==> src/framed_ascii_decimal_receiver_assert.svh <==
// assertion macros for the framed ascii decimal receiver
`ifndef FRAMED_ASCII_DECIMAL_RECEIVER_ASSERT_SVH
`define FRAMED_ASCII_DECIMAL_RECEIVER_ASSERT_SVH

// same-cycle implication, checked outside reset
`define FADR_ASSERT_IMP(label, ante, cons, msg) \
    label: assert property (@(posedge i_clk) disable iff (!i_rst_n) \
        (ante) |-> (cons)) else $error(msg);

// next-cycle implication, checked outside reset
`define FADR_ASSERT_NXT(label, ante, cons, msg) \
    label: assert property (@(posedge i_clk) disable iff (!i_rst_n) \
        (ante) |=> (cons)) else $error(msg);

`endif

==> src/fadr_pkg.sv <==
// shared widths and defaults of the framed ascii decimal receiver
package fadr_pkg;

    localparam int unsigned BYTE_W               = 8;
    localparam int unsigned FIRST_W              = 17;
    localparam int unsigned VALUE_W              = 16;
    localparam int unsigned NFIELD_W             = 2;
    localparam int unsigned APB_DATA_W           = 32;
    localparam int unsigned APB_ADDR_W           = 5;
    localparam int unsigned BUFFER_DEPTH_DEFAULT = 64;
    localparam logic [BYTE_W-1:0] OFFSET_RESET   = 8'd45;

endpackage

==> src/fadr_rx_if.sv <==
// received word channel: channel tag and byte
interface fadr_rx_if;
    logic                           valid;
    logic                           ready;
    logic                           channel;
    logic [fadr_pkg::BYTE_W-1:0]    rx_byte;

    modport source (output valid, output channel, output rx_byte, input ready);
    modport sink   (input valid, input channel, input rx_byte, output ready);
endinterface

==> src/fadr_res_if.sv <==
// result word channel: parsed values of a completed packet
interface fadr_res_if;
    logic                                   valid;
    logic                                   ready;
    logic                                   source_channel;
    logic signed [fadr_pkg::FIRST_W-1:0]    first_value;
    logic signed [fadr_pkg::VALUE_W-1:0]    second_value;
    logic [fadr_pkg::NFIELD_W-1:0]          fields_parsed;

    modport source (output valid, output source_channel, output first_value,
                    output second_value, output fields_parsed, input ready);
    modport sink   (input valid, input source_channel, input first_value,
                    input second_value, input fields_parsed, output ready);
endinterface

==> src/framed_ascii_decimal_receiver.sv <==
// framed ascii decimal receiver: two-channel packet framing and integer parsing
// The block takes one received word per clock: a channel tag and a byte. Each
// channel waits for its head byte, collects payload up to BUFFER_DEPTH bytes
// (later payload bytes are dropped) and closes on its tail byte; the payload
// is parsed on the fly like scanf %d (whitespace, optional sign, digits).
// Channel 0 expects "int,int", channel 1 one int. On a tail with at least 3
// (channel 0) or 2 (channel 1) kept bytes one result word is produced;
// values saturate to int16 and channel 0's first value has first_value_offset
// subtracted. Throughput is one word per cycle while no result stalls: a word is registered on
// entry, then a single pass of logic (the times-ten accumulate, saturation
// and the offset subtract) updates the channel state and loads the result
// register as the tail word leaves the input register.
// The input keeps flowing while a result waits; only a tail that produces a
// result stalls behind an untaken result. Registers (APB, byte address 4*i):
// 0 head_byte_zero, 1 tail_byte_zero, 2 head_byte_one, 3 tail_byte_one,
// 4 first_value_offset; write them only while the block is idle.
module framed_ascii_decimal_receiver #(
    parameter int unsigned BUFFER_DEPTH = fadr_pkg::BUFFER_DEPTH_DEFAULT
) (
    input  logic                                i_clk,
    input  logic                                i_rst_n,
    fadr_rx_if.sink                             i_rx,
    fadr_res_if.source                          o_res,
    input  logic                                psel,
    input  logic                                penable,
    input  logic                                pwrite,
    input  logic [fadr_pkg::APB_ADDR_W-1:0]     paddr,
    input  logic [fadr_pkg::APB_DATA_W-1:0]     pwdata,
    output logic [fadr_pkg::APB_DATA_W-1:0]     prdata,
    output logic                                pready
);

    localparam int unsigned CNT_W  = $clog2(BUFFER_DEPTH + 1);
    localparam int unsigned BW     = fadr_pkg::BYTE_W;
    localparam int unsigned VW     = fadr_pkg::VALUE_W;
    localparam int unsigned FW     = fadr_pkg::FIRST_W;
    localparam int unsigned ACC_W  = VW + 1;
    localparam int unsigned PROD_W = ACC_W + 3;

    // register indexes
    localparam logic [2:0] REG_HEAD_ZERO = 3'd0;
    localparam logic [2:0] REG_TAIL_ZERO = 3'd1;
    localparam logic [2:0] REG_HEAD_ONE  = 3'd2;
    localparam logic [2:0] REG_TAIL_ONE  = 3'd3;
    localparam logic [2:0] REG_OFFSET    = 3'd4;

    // ascii codes
    localparam logic [BW-1:0] ASC_NUL   = 8'd0;
    localparam logic [BW-1:0] ASC_TAB   = 8'd9;
    localparam logic [BW-1:0] ASC_CR    = 8'd13;
    localparam logic [BW-1:0] ASC_SPACE = 8'd32;
    localparam logic [BW-1:0] ASC_PLUS  = 8'd43;
    localparam logic [BW-1:0] ASC_COMMA = 8'd44;
    localparam logic [BW-1:0] ASC_MINUS = 8'd45;
    localparam logic [BW-1:0] ASC_ZERO  = 8'd48;
    localparam logic [BW-1:0] ASC_NINE  = 8'd57;

    localparam logic [ACC_W-1:0] MAG_CAP = 17'd32768;
    localparam logic [ACC_W-1:0] POS_MAX = 17'd32767;
    localparam logic [VW-1:0]    SAT_POS = 16'h7FFF;

    localparam logic [CNT_W-1:0] MIN_PAYLOAD_ZERO = CNT_W'(3);
    localparam logic [CNT_W-1:0] MIN_PAYLOAD_ONE  = CNT_W'(2);
    localparam logic [CNT_W-1:0] CNT_MAX          = CNT_W'(BUFFER_DEPTH);

    // parse phase of one channel
    typedef enum logic [6:0] {
        PH_SKIP1 = 7'b0000001,
        PH_SIGN1 = 7'b0000010,
        PH_DIG1  = 7'b0000100,
        PH_SKIP2 = 7'b0001000,
        PH_SIGN2 = 7'b0010000,
        PH_DIG2  = 7'b0100000,
        PH_DONE  = 7'b1000000
    } t_phase;

    // configuration
    logic [BW-1:0] r_head0, r_tail0, r_head1, r_tail1, r_offset;
    logic          w_cfg_wr;
    logic [2:0]    w_cfg_idx;

    // input register
    logic          r_s1_valid;
    logic          r_s1_ch;
    logic [BW-1:0] r_s1_byte;
    logic          w_in_fire;
    logic          w_s1_fire;

    // per-channel state
    logic [1:0]                r_inpk,        n_inpk;
    logic [1:0][CNT_W-1:0]     r_cnt,         n_cnt;
    t_phase                    r_phase [2];
    t_phase                    n_phase [2];
    logic [1:0][ACC_W-1:0]     r_acc,         n_acc;
    logic [1:0]                r_neg,         n_neg;
    logic [1:0][1:0]           r_mask,        n_mask;
    logic [1:0][VW-1:0]        r_pend_first,  n_pend_first;
    logic [VW-1:0]             r_pend_second, n_pend_second;
    logic [1:0][VW-1:0]        r_held_first,  n_held_first;
    logic [VW-1:0]             r_held_second, n_held_second;

    // result register
    logic          r_out_valid;
    logic          r_out_ch;
    logic [FW-1:0] r_out_first;
    logic [VW-1:0] r_out_second;
    logic [1:0]    r_out_nf;
    logic          w_out_free;

    // current-word decode
    logic            w_ch;
    logic [BW-1:0]   w_head, w_tail;
    logic            w_is_head, w_is_tail;
    logic            w_c_inpk, w_c_neg;
    logic [CNT_W-1:0] w_c_cnt;
    t_phase          w_c_ph;
    logic [ACC_W-1:0] w_c_acc;
    logic [1:0]      w_c_mask;
    logic            w_has_room, w_long_enough, w_emit;

    // feed path
    logic [BW-1:0]   w_fb;
    logic            w_fb_space, w_fb_digit, w_fb_sign;
    logic [3:0]      w_dval;
    logic [PROD_W-1:0] w_prod;
    logic [ACC_W-1:0] w_acc_next;
    logic [ACC_W-1:0] w_neg_mag;
    logic [VW-1:0]   w_fin;
    t_phase          f_ph;
    logic [ACC_W-1:0] f_acc;
    logic            f_neg;
    logic [1:0]      f_mask;
    logic [VW-1:0]   f_pfirst, f_psecond;

    // commit and result values
    logic [VW-1:0]   w_new_first, w_new_second;
    logic [FW-1:0]   w_res_first;
    logic [VW-1:0]   w_res_second;
    logic [1:0]      w_res_nf;

    // ---------------------------------------------------------------- apb
    assign pready    = 1'b1;
    assign w_cfg_wr  = psel && penable && pwrite && pready;
    assign w_cfg_idx = paddr[4:2];

    always_ff @(posedge i_clk) begin
        if (!i_rst_n) begin
            r_head0  <= '0;
            r_tail0  <= '0;
            r_head1  <= '0;
            r_tail1  <= '0;
            r_offset <= fadr_pkg::OFFSET_RESET;
        end else if (w_cfg_wr) begin
            // indexes beyond the register list are ignored
            unique case (w_cfg_idx)
                REG_HEAD_ZERO: r_head0  <= pwdata[BW-1:0];
                REG_TAIL_ZERO: r_tail0  <= pwdata[BW-1:0];
                REG_HEAD_ONE:  r_head1  <= pwdata[BW-1:0];
                REG_TAIL_ONE:  r_tail1  <= pwdata[BW-1:0];
                REG_OFFSET:    r_offset <= pwdata[BW-1:0];
                default: ;
            endcase
        end
    end

    always_comb begin
        prdata = '0;
        unique case (w_cfg_idx)
            REG_HEAD_ZERO: prdata[BW-1:0] = r_head0;
            REG_TAIL_ZERO: prdata[BW-1:0] = r_tail0;
            REG_HEAD_ONE:  prdata[BW-1:0] = r_head1;
            REG_TAIL_ONE:  prdata[BW-1:0] = r_tail1;
            REG_OFFSET:    prdata[BW-1:0] = r_offset;
            default:       prdata = '0;
        endcase
    end

    // ---------------------------------------------------------------- input register
    // a waiting result only blocks a word that would produce another result
    assign w_out_free  = !r_out_valid || o_res.ready;
    assign w_s1_fire   = r_s1_valid && (!w_emit || w_out_free);
    assign i_rx.ready  = !r_s1_valid || w_s1_fire;
    assign w_in_fire   = i_rx.valid && i_rx.ready;

    always_ff @(posedge i_clk) begin
        if (!i_rst_n) begin
            r_s1_valid <= 1'b0;
        end else if (w_in_fire) begin
            r_s1_valid <= 1'b1;
        end else if (w_s1_fire) begin
            r_s1_valid <= 1'b0;
        end
    end

    always_ff @(posedge i_clk) begin
        if (w_in_fire) begin
            r_s1_ch   <= i_rx.channel;
            r_s1_byte <= i_rx.rx_byte;
        end
    end

    // ---------------------------------------------------------------- framing decode
    assign w_ch       = r_s1_ch;
    assign w_head     = w_ch ? r_head1 : r_head0;
    assign w_tail     = w_ch ? r_tail1 : r_tail0;
    assign w_is_head  = (r_s1_byte == w_head);
    assign w_is_tail  = (r_s1_byte == w_tail);
    assign w_c_inpk   = r_inpk[w_ch];
    assign w_c_cnt    = r_cnt[w_ch];
    assign w_c_ph     = r_phase[w_ch];
    assign w_c_acc    = r_acc[w_ch];
    assign w_c_neg    = r_neg[w_ch];
    assign w_c_mask   = r_mask[w_ch];
    assign w_has_room = (w_c_cnt < CNT_MAX);
    assign w_long_enough = w_ch ? (w_c_cnt >= MIN_PAYLOAD_ONE)
                                : (w_c_cnt >= MIN_PAYLOAD_ZERO);
    assign w_emit     = w_c_inpk && w_is_tail && w_long_enough;

    // ---------------------------------------------------------------- parser step
    // the tail feeds a nul, which ends any number in progress
    assign w_fb       = w_is_tail ? ASC_NUL : r_s1_byte;
    assign w_fb_space = (w_fb == ASC_SPACE) || ((w_fb >= ASC_TAB) && (w_fb <= ASC_CR));
    assign w_fb_digit = (w_fb >= ASC_ZERO) && (w_fb <= ASC_NINE);
    assign w_fb_sign  = (w_fb == ASC_PLUS) || (w_fb == ASC_MINUS);
    assign w_dval     = 4'(w_fb - ASC_ZERO);

    // times ten as shift-add, then saturate the magnitude
    assign w_prod     = {w_c_acc, 3'b000} + PROD_W'({w_c_acc, 1'b0}) + PROD_W'(w_dval);
    assign w_acc_next = (w_prod > PROD_W'(MAG_CAP)) ? MAG_CAP : w_prod[ACC_W-1:0];

    assign w_neg_mag  = '0 - w_c_acc;
    assign w_fin      = w_c_neg ? w_neg_mag[VW-1:0]
                                : ((w_c_acc > POS_MAX) ? SAT_POS : w_c_acc[VW-1:0]);

    always_comb begin
        f_ph      = w_c_ph;
        f_acc     = w_c_acc;
        f_neg     = w_c_neg;
        f_mask    = w_c_mask;
        f_pfirst  = r_pend_first[w_ch];
        f_psecond = r_pend_second;
        unique case (w_c_ph)
            PH_SKIP1, PH_SKIP2: begin
                if (!w_fb_space) begin
                    if (w_fb_sign) begin
                        f_neg = (w_fb == ASC_MINUS);
                        f_ph  = (w_c_ph == PH_SKIP1) ? PH_SIGN1 : PH_SIGN2;
                    end else if (w_fb_digit) begin
                        f_acc = ACC_W'(w_dval);
                        f_ph  = (w_c_ph == PH_SKIP1) ? PH_DIG1 : PH_DIG2;
                    end else begin
                        f_ph = PH_DONE;
                    end
                end
            end
            PH_SIGN1, PH_SIGN2: begin
                if (w_fb_digit) begin
                    f_acc = ACC_W'(w_dval);
                    f_ph  = (w_c_ph == PH_SIGN1) ? PH_DIG1 : PH_DIG2;
                end else begin
                    f_ph = PH_DONE;
                end
            end
            PH_DIG1: begin
                if (w_fb_digit) begin
                    f_acc = w_acc_next;
                end else begin
                    f_pfirst  = w_fin;
                    f_mask[0] = 1'b1;
                    // only channel 0 goes on to a second field
                    if (!w_ch && (w_fb == ASC_COMMA)) begin
                        f_ph  = PH_SKIP2;
                        f_acc = '0;
                        f_neg = 1'b0;
                    end else begin
                        f_ph = PH_DONE;
                    end
                end
            end
            PH_DIG2: begin
                if (w_fb_digit) begin
                    f_acc = w_acc_next;
                end else begin
                    f_psecond = w_fin;
                    f_mask[1] = 1'b1;
                    f_ph      = PH_DONE;
                end
            end
            default: ;
        endcase
    end

    // ---------------------------------------------------------------- commit and result
    assign w_new_first  = f_mask[0] ? f_pfirst : r_held_first[w_ch];
    assign w_new_second = f_mask[1] ? f_psecond : r_held_second;
    assign w_res_first  = {w_new_first[VW-1], w_new_first}
                          - (w_ch ? '0 : FW'(r_offset));
    assign w_res_second = w_ch ? '0 : w_new_second;
    assign w_res_nf     = 2'(f_mask[0]) + 2'(!w_ch && f_mask[1]);

    always_comb begin
        n_inpk        = r_inpk;
        n_cnt         = r_cnt;
        n_phase       = r_phase;
        n_acc         = r_acc;
        n_neg         = r_neg;
        n_mask        = r_mask;
        n_pend_first  = r_pend_first;
        n_pend_second = r_pend_second;
        n_held_first  = r_held_first;
        n_held_second = r_held_second;
        if (w_s1_fire) begin
            if (!w_c_inpk) begin
                if (w_is_head) begin
                    n_inpk[w_ch]  = 1'b1;
                    n_cnt[w_ch]   = '0;
                    n_phase[w_ch] = PH_SKIP1;
                    n_acc[w_ch]   = '0;
                    n_neg[w_ch]   = 1'b0;
                    n_mask[w_ch]  = '0;
                end
            end else if (!w_is_tail) begin
                // payload past the buffer depth is dropped
                if (w_has_room) begin
                    n_cnt[w_ch]        = w_c_cnt + CNT_W'(1);
                    n_phase[w_ch]      = f_ph;
                    n_acc[w_ch]        = f_acc;
                    n_neg[w_ch]        = f_neg;
                    n_mask[w_ch]       = f_mask;
                    n_pend_first[w_ch] = f_pfirst;
                    n_pend_second      = f_psecond;
                end
            end else begin
                n_inpk[w_ch]       = 1'b0;
                n_phase[w_ch]      = f_ph;
                n_acc[w_ch]        = f_acc;
                n_neg[w_ch]        = f_neg;
                n_mask[w_ch]       = f_mask;
                n_pend_first[w_ch] = f_pfirst;
                n_pend_second      = f_psecond;
                // short packets leave the held values alone
                if (w_long_enough) begin
                    n_held_first[w_ch] = w_new_first;
                    if (!w_ch) begin
                        n_held_second = w_new_second;
                    end
                end
            end
        end
    end

    always_ff @(posedge i_clk) begin
        if (!i_rst_n) begin
            r_inpk          <= '0;
            r_cnt           <= '0;
            r_phase[0]      <= PH_SKIP1;
            r_phase[1]      <= PH_SKIP1;
            r_acc           <= '0;
            r_neg           <= '0;
            r_mask          <= '0;
            r_pend_first    <= '0;
            r_pend_second   <= '0;
            r_held_first[0] <= '0;
            r_held_first[1] <= '1;
            r_held_second   <= '0;
        end else begin
            r_inpk        <= n_inpk;
            r_cnt         <= n_cnt;
            r_phase       <= n_phase;
            r_acc         <= n_acc;
            r_neg         <= n_neg;
            r_mask        <= n_mask;
            r_pend_first  <= n_pend_first;
            r_pend_second <= n_pend_second;
            r_held_first  <= n_held_first;
            r_held_second <= n_held_second;
        end
    end

    // ---------------------------------------------------------------- result register
    always_ff @(posedge i_clk) begin
        if (!i_rst_n) begin
            r_out_valid <= 1'b0;
        end else if (w_out_free) begin
            r_out_valid <= w_s1_fire && w_emit;
        end
    end

    always_ff @(posedge i_clk) begin
        if (w_out_free && w_s1_fire && w_emit) begin
            r_out_ch     <= w_ch;
            r_out_first  <= w_res_first;
            r_out_second <= w_res_second;
            r_out_nf     <= w_res_nf;
        end
    end

    assign o_res.valid          = r_out_valid;
    assign o_res.source_channel = r_out_ch;
    assign o_res.first_value    = r_out_first;
    assign o_res.second_value   = r_out_second;
    assign o_res.fields_parsed  = r_out_nf;

    // ---------------------------------------------------------------- assertions
`include "framed_ascii_decimal_receiver_assert.svh"

    `FADR_ASSERT_NXT(a_emit_loads_result, w_s1_fire && w_emit, r_out_valid && (r_out_ch == $past(w_ch)), "result word not loaded from tail")
    `FADR_ASSERT_IMP(a_chan_one_shape, r_out_valid && r_out_ch, (r_out_second == '0) && (r_out_nf <= 2'd1), "bad channel one result")
    `FADR_ASSERT_IMP(a_cnt_bound, 1'b1, (r_cnt[0] <= CNT_MAX) && (r_cnt[1] <= CNT_MAX), "payload count past buffer depth")
    `FADR_ASSERT_NXT(a_word_kept, r_s1_valid && !w_s1_fire, r_s1_valid && $stable(r_s1_byte) && $stable(r_s1_ch), "held word lost")

endmodule

==> src/flat_wrapper.sv <==
// flat-port wrapper written by rule: the top's interface ports become plain ports
module framed_ascii_decimal_receiver_flat 
#(
    parameter int unsigned BUFFER_DEPTH = fadr_pkg::BUFFER_DEPTH_DEFAULT
)
  (i_clk, i_rst_n, psel, penable, pwrite, paddr, pwdata, prdata, pready, i_rx_valid, i_rx_channel, i_rx_rx_byte, i_rx_ready, o_res_valid, o_res_source_channel, o_res_first_value, o_res_second_value, o_res_fields_parsed, o_res_ready);
  fadr_rx_if i_rx_i ();
  fadr_res_if o_res_i ();
  input  logic i_clk;
  input  logic i_rst_n;
  input  logic psel;
  input  logic penable;
  input  logic pwrite;
  input  logic [fadr_pkg::APB_ADDR_W-1:0] paddr;
  input  logic [fadr_pkg::APB_DATA_W-1:0] pwdata;
  output logic [fadr_pkg::APB_DATA_W-1:0] prdata;
  output logic pready;
  input wire logic [$bits(i_rx_i.valid)-1:0] i_rx_valid;
  input wire logic [$bits(i_rx_i.channel)-1:0] i_rx_channel;
  input wire logic [$bits(i_rx_i.rx_byte)-1:0] i_rx_rx_byte;
  output wire logic [$bits(i_rx_i.ready)-1:0] i_rx_ready;
  output wire logic [$bits(o_res_i.valid)-1:0] o_res_valid;
  output wire logic [$bits(o_res_i.source_channel)-1:0] o_res_source_channel;
  output wire logic [$bits(o_res_i.first_value)-1:0] o_res_first_value;
  output wire logic [$bits(o_res_i.second_value)-1:0] o_res_second_value;
  output wire logic [$bits(o_res_i.fields_parsed)-1:0] o_res_fields_parsed;
  input wire logic [$bits(o_res_i.ready)-1:0] o_res_ready;
  assign i_rx_i.valid = i_rx_valid;
  assign i_rx_i.channel = i_rx_channel;
  assign i_rx_i.rx_byte = i_rx_rx_byte;
  assign i_rx_ready = i_rx_i.ready;
  assign o_res_valid = o_res_i.valid;
  assign o_res_source_channel = o_res_i.source_channel;
  assign o_res_first_value = o_res_i.first_value;
  assign o_res_second_value = o_res_i.second_value;
  assign o_res_fields_parsed = o_res_i.fields_parsed;
  assign o_res_i.ready = o_res_ready;
  framed_ascii_decimal_receiver #(.BUFFER_DEPTH(BUFFER_DEPTH)) u_core (.i_clk(i_clk), .i_rst_n(i_rst_n), .i_rx(i_rx_i), .o_res(o_res_i), .psel(psel), .penable(penable), .pwrite(pwrite), .paddr(paddr), .pwdata(pwdata), .prdata(prdata), .pready(pready));
endmodule
==> config.mk <==
export PLATFORM = sky130hd
export DESIGN_NAME = framed_ascii_decimal_receiver_flat
export DESIGN_NICKNAME = d
export VERILOG_FILES = /design/src/fadr_pkg.sv /design/src/fadr_rx_if.sv /design/src/fadr_res_if.sv /design/src/framed_ascii_decimal_receiver.sv /design/src/flat_wrapper.sv
export VERILOG_INCLUDE_DIRS = /design/src /design/src/src
export SDC_FILE = /design/constraint.sdc
export NUM_CORES = 1
export LEC_CHECK = 0
export BUFFER_PORTS_ARGS = -buffer_cell sky130_fd_sc_hd__buf_2
export CAP_MARGIN = 20
export CORE_MARGIN = 3
export CORE_UTILIZATION = 50
export CTS_CLUSTER_SIZE = 14
export DETAILED_ROUTE_END_ITERATION = 10
export PLACE_DENSITY = 0.75
export SETUP_SLACK_MARGIN = 0.15
export SYNTH_ARGS = -nofsm -noshare
export SYNTH_HDL_FRONTEND = slang
export SYNTH_SLANG_ARGS = --single-unit
==> constraint.sdc <==
create_clock -name i_clk -period 8.3 [get_ports i_clk]
set_input_delay 1.245 -clock i_clk [delete_from_list [all_inputs] [get_ports i_clk]]
set_output_delay 1.245 -clock i_clk [all_outputs]
set_load 0.03 [all_outputs]
==> results.json <==
{
  "status": "finished, final reports clean",
  "synth_area_leaders": "dfxtp_1 (27%), mux2i_1 (11%), edfxtp_1 (8.9%)",
  "placed_cells": 2126,
  "cts_tree": "yes",
  "drive_above_1_share_pct": 11.88,
  "area_growth_pct": 8.370,
  "netlist_top_cells_count": "nor2_1 (220), dfxtp_1 (208), mux2i_1 (175)",
  "regArea_sq_um": 5515,
  "clkLatencyLatePin_ns": 0.54,
  "nFillCells": 2658,
  "drc": 0,
  "startpoint_type": "flop",
  "gp_congestion": 0.9502,
  "htreeDepth": 1,
  "cts_resized": 0,
  "finalNetCount": 1867,
  "r2r_start": "u_core.r_s1_ch$_DFFE_PP_",
  "min_from": "u_core.r_pend_second[7]$_SDFFE_PN0P_",
  "period_minus_slack_ns": 6.673,
  "period_share_pct": 80.39,
  "worstSetupStartpoint": "u_core.r_s1_ch$_DFFE_PP_",
  "max-slew-margin-rel_pct": 25.82,
  "critPathArrivalTime_ns": 6.94,
  "fmax_mhz": 149.9,
  "antenna_found_initial": 0,
  "diodes": 0,
  "syn-cell-area_sq_um": 15250,
  "start_util_pct": 51.04,
  "yosys.area.top_type": "dfxtp_1",
  "worstReg2RegEnd": "u_core.o_res.first_value[14]$_DFFE_PP_",
  "cts_setup_buffers": 0,
  "postSynthCellCount": 1751,
  "hold_path_depth": 2,
  "avgRoutedWirePerCell_microns": 18.80,
  "rrSetupSlack_ns": 1.63,
  "ys_warn_count": 0,
  "synth.avg_cell_area_sq_um": 8.708,
  "min-delay-path-class": "flop to flop",
  "cp_max_fo": 27,
  "dieArea_sq_um": 32630,
  "synth-seq-cells": 253,
  "worstSetupPathType": "flop to flop",
  "setup_viol": 0,
  "ys_seq_area_share_pct": 36.17,
  "timing.hold.ws_ns": 0.4530,
  "grt_setup_unrepaired": "no",
  "worstMarginPinSlew_ns": 1.113,
  "cts.sinks": 253,
  "dpl.hpwl_mm": 28.69,
  "dieWidth_microns": 180.6,
  "die_h_microns": 180.6,
  "grt_pass1_vias": 12677,
  "core_area_sq_um": 29870,
  "grt.overflow.total": 0,
  "yosysMostFrequentCell": "nor2_1",
  "setup_tns_ns": 0,
  "grt_max_degree": 91,
  "crit_path_end_kind": "flop",
  "io_buffer_count": 72,
  "clk_path_buf_depth": 3,
  "report.final.slew_viol_count": 0,
  "power_leakage_uw": 0.006588,
  "vias": 13407,
  "cap_viol_max_count": 0,
  "cts_hold_buf": 0,
  "ioPinCount": 124,
  "synth_edf_count": 45,
  "cts_buffers": 26,
  "synth_top_area_share_pct": 27.31,
  "ys.flop_type": "dfxtp_1",
  "clock_skew_ns": 0.02240,
  "peakVddDrop_v": 0.0001420,
  "grt_usage_pct": 23.84,
  "powerDensity_nw_per_um2": 159.2,
  "grt_pass1_wl_mm": 65.63,
  "multi_input_area_sq_um": 8980,
  "antenna_left": 0,
  "routed_via_density": 6.164,
  "drtIter0Drc": 1364,
  "clkTransAtPathRegs_ns": 0.07,
  "finalHoldViolCount": 0,
  "async_reset_ff_share_pct": 0,
  "r2r_cells": 21,
  "instances_no_fill": 2175,
  "hold_path_end": "u_core.r_pend_second[7]$_SDFFE_PN0P_",
  "netlist-cell-type-count": 85,
  "num_rows": 63,
  "worst_ep_required_time_ns": 8.57,
  "drtPass1Iterations": 6,
  "cts-root-buf": "clkbuf_16",
  "drt-total-wl_mm": 40.90
}
how the worst max path moves through the flow:
stage                                                  end  cells past startpoint
CTS                          u_core.r_acc[21]$_SDFFE_PN0P_                     17
finish              u_core.o_res.first_value[14]$_DFFE_PP_                     21
global route                 u_core.r_acc[14]$_SDFFE_PN0P_                     17
detailed placement           u_core.r_acc[21]$_SDFFE_PN0P_                     17
floorplan             u_core.r_held_first[30]$_SDFFE_PN1P_                     22
global placement             u_core.r_acc[21]$_SDFFE_PN0P_                     17
metal layers:
metal | up-vias | global-route usage (%) | routed length, microns
li1 | 6317 | - | -
met1 | 6383 | 32.83 | 17920
met2 | 606 | 38.71 | 18540
met3 | 101 | 3.028 | 2990
met4 | 0 | 8.351 | 1449
met5 | - | 0 | 0
cell usage in the layout, fill, tap and decap left out, types with 18 or more instances in the layout:
cell and count:
dfxtp_1 208, a22oi_1 20, nor2_1 220, conb_1 25, nand3_1 39, nand2_1 145, o21ai_0 75, xnor2_1 38
ha_1 46, nor2b_1 18, buf_2 72, mux2_2 52, a21oi_1 100, mux2i_1 175, buf_4 21, edfxtp_1 45
xor2_1 19, inv_1 42, clkbuf_16 26, nor3_1 47, o22ai_1 20, a211oi_1 26
cell families (layout without fill, tap and decap cells):
group	after synthesis	count (layout)	synth area share [%]
multiplexers	228	228	15.42
AND/OR/NAND/NOR	592	592	18.21
flip-flops	253	253	36.17
XOR/XNOR	57	57	3.274
other	2	25	0.04926
adder cells (fa/ha/maj)	49	49	4.169
AO/OA/AOI/OAI	393	393	17.12
buffers and inverters	177	188	5.588
per-stage QoR:
step                      power [uW]  util (%)  area [sq um]  worst slack, ns
after floorplan                 1475         -         15330            1.348
after global placement          1518     52.53         15690            1.932
after detailed placement        1522     52.53         15690            1.733
after CTS                       2639     55.26         16510            1.737
after global routing            2713     55.31         16520            1.176
final                           2631     55.31         16520            1.627
power breakdown:
part	total, uW	switching (uW)	internal (uW)
clock	1130	492	637
sequential	1270	14.3	1260
combinational	231	156	75.8
state kept, by name (all words and copies together) (netlist names), named ones only:
name / count
u_core.r_tail0: 8
u_core.r_tail1: 8
u_core.r_acc: 34
u_core.r_offset: 8
u_core.r_cnt: 14
u_core.r_s1_ch: 1
u_core.r_held_first: 32
u_core.r_mask: 4
u_core.o_res.source_channel: 1
u_core.o_res.fields_parsed: 2
u_core.r_neg: 2
u_core.r_s1_byte: 8
u_core.r_pend_second: 16
u_core.r_head0: 8
u_core.o_res.second_value: 16
u_core.r_phase: 14
u_core.o_res.first_value: 17
u_core.o_res.valid: 1
u_core.r_head1: 8
u_core.r_pend_first: 32
u_core.r_s1_valid: 1
u_core.r_held_second: 16
worst max-delay path, cell delays in order, from the launching register on:
cell	delay [ns]
edfxtp_1	0.89
buf_4	0.49
buf_4	0.43
nor4_1	0.13
o22ai_1	0.22
or2_2	0.24
nor2_1	0.08
nor2_1	0.68
inv_1	0.37
a21oi_1	0.43
ha_1	0.24
inv_1	0.05
fa_1	0.39
nand2_1	0.08
nand2_1	0.05
a21oi_1	0.23
o21ai_0	0.14
a21oi_1	0.27
o21bai_1	0.11
a21oi_1	0.48
nand3_1	0.22
xnor2_1	0.17
layout make-up:
class / instances / area share, %
multi-input cells: 1344 / 54.35
flip-flops and latches: 253 / 33.38
clock buffers: 36 / 4.347
repair buffers: 95 / 3.347
well taps: 390 / 2.953
inverters: 45 / 1.037
clock inverters: 12 / 0.5906
Power figures use the tool's default switching activity.
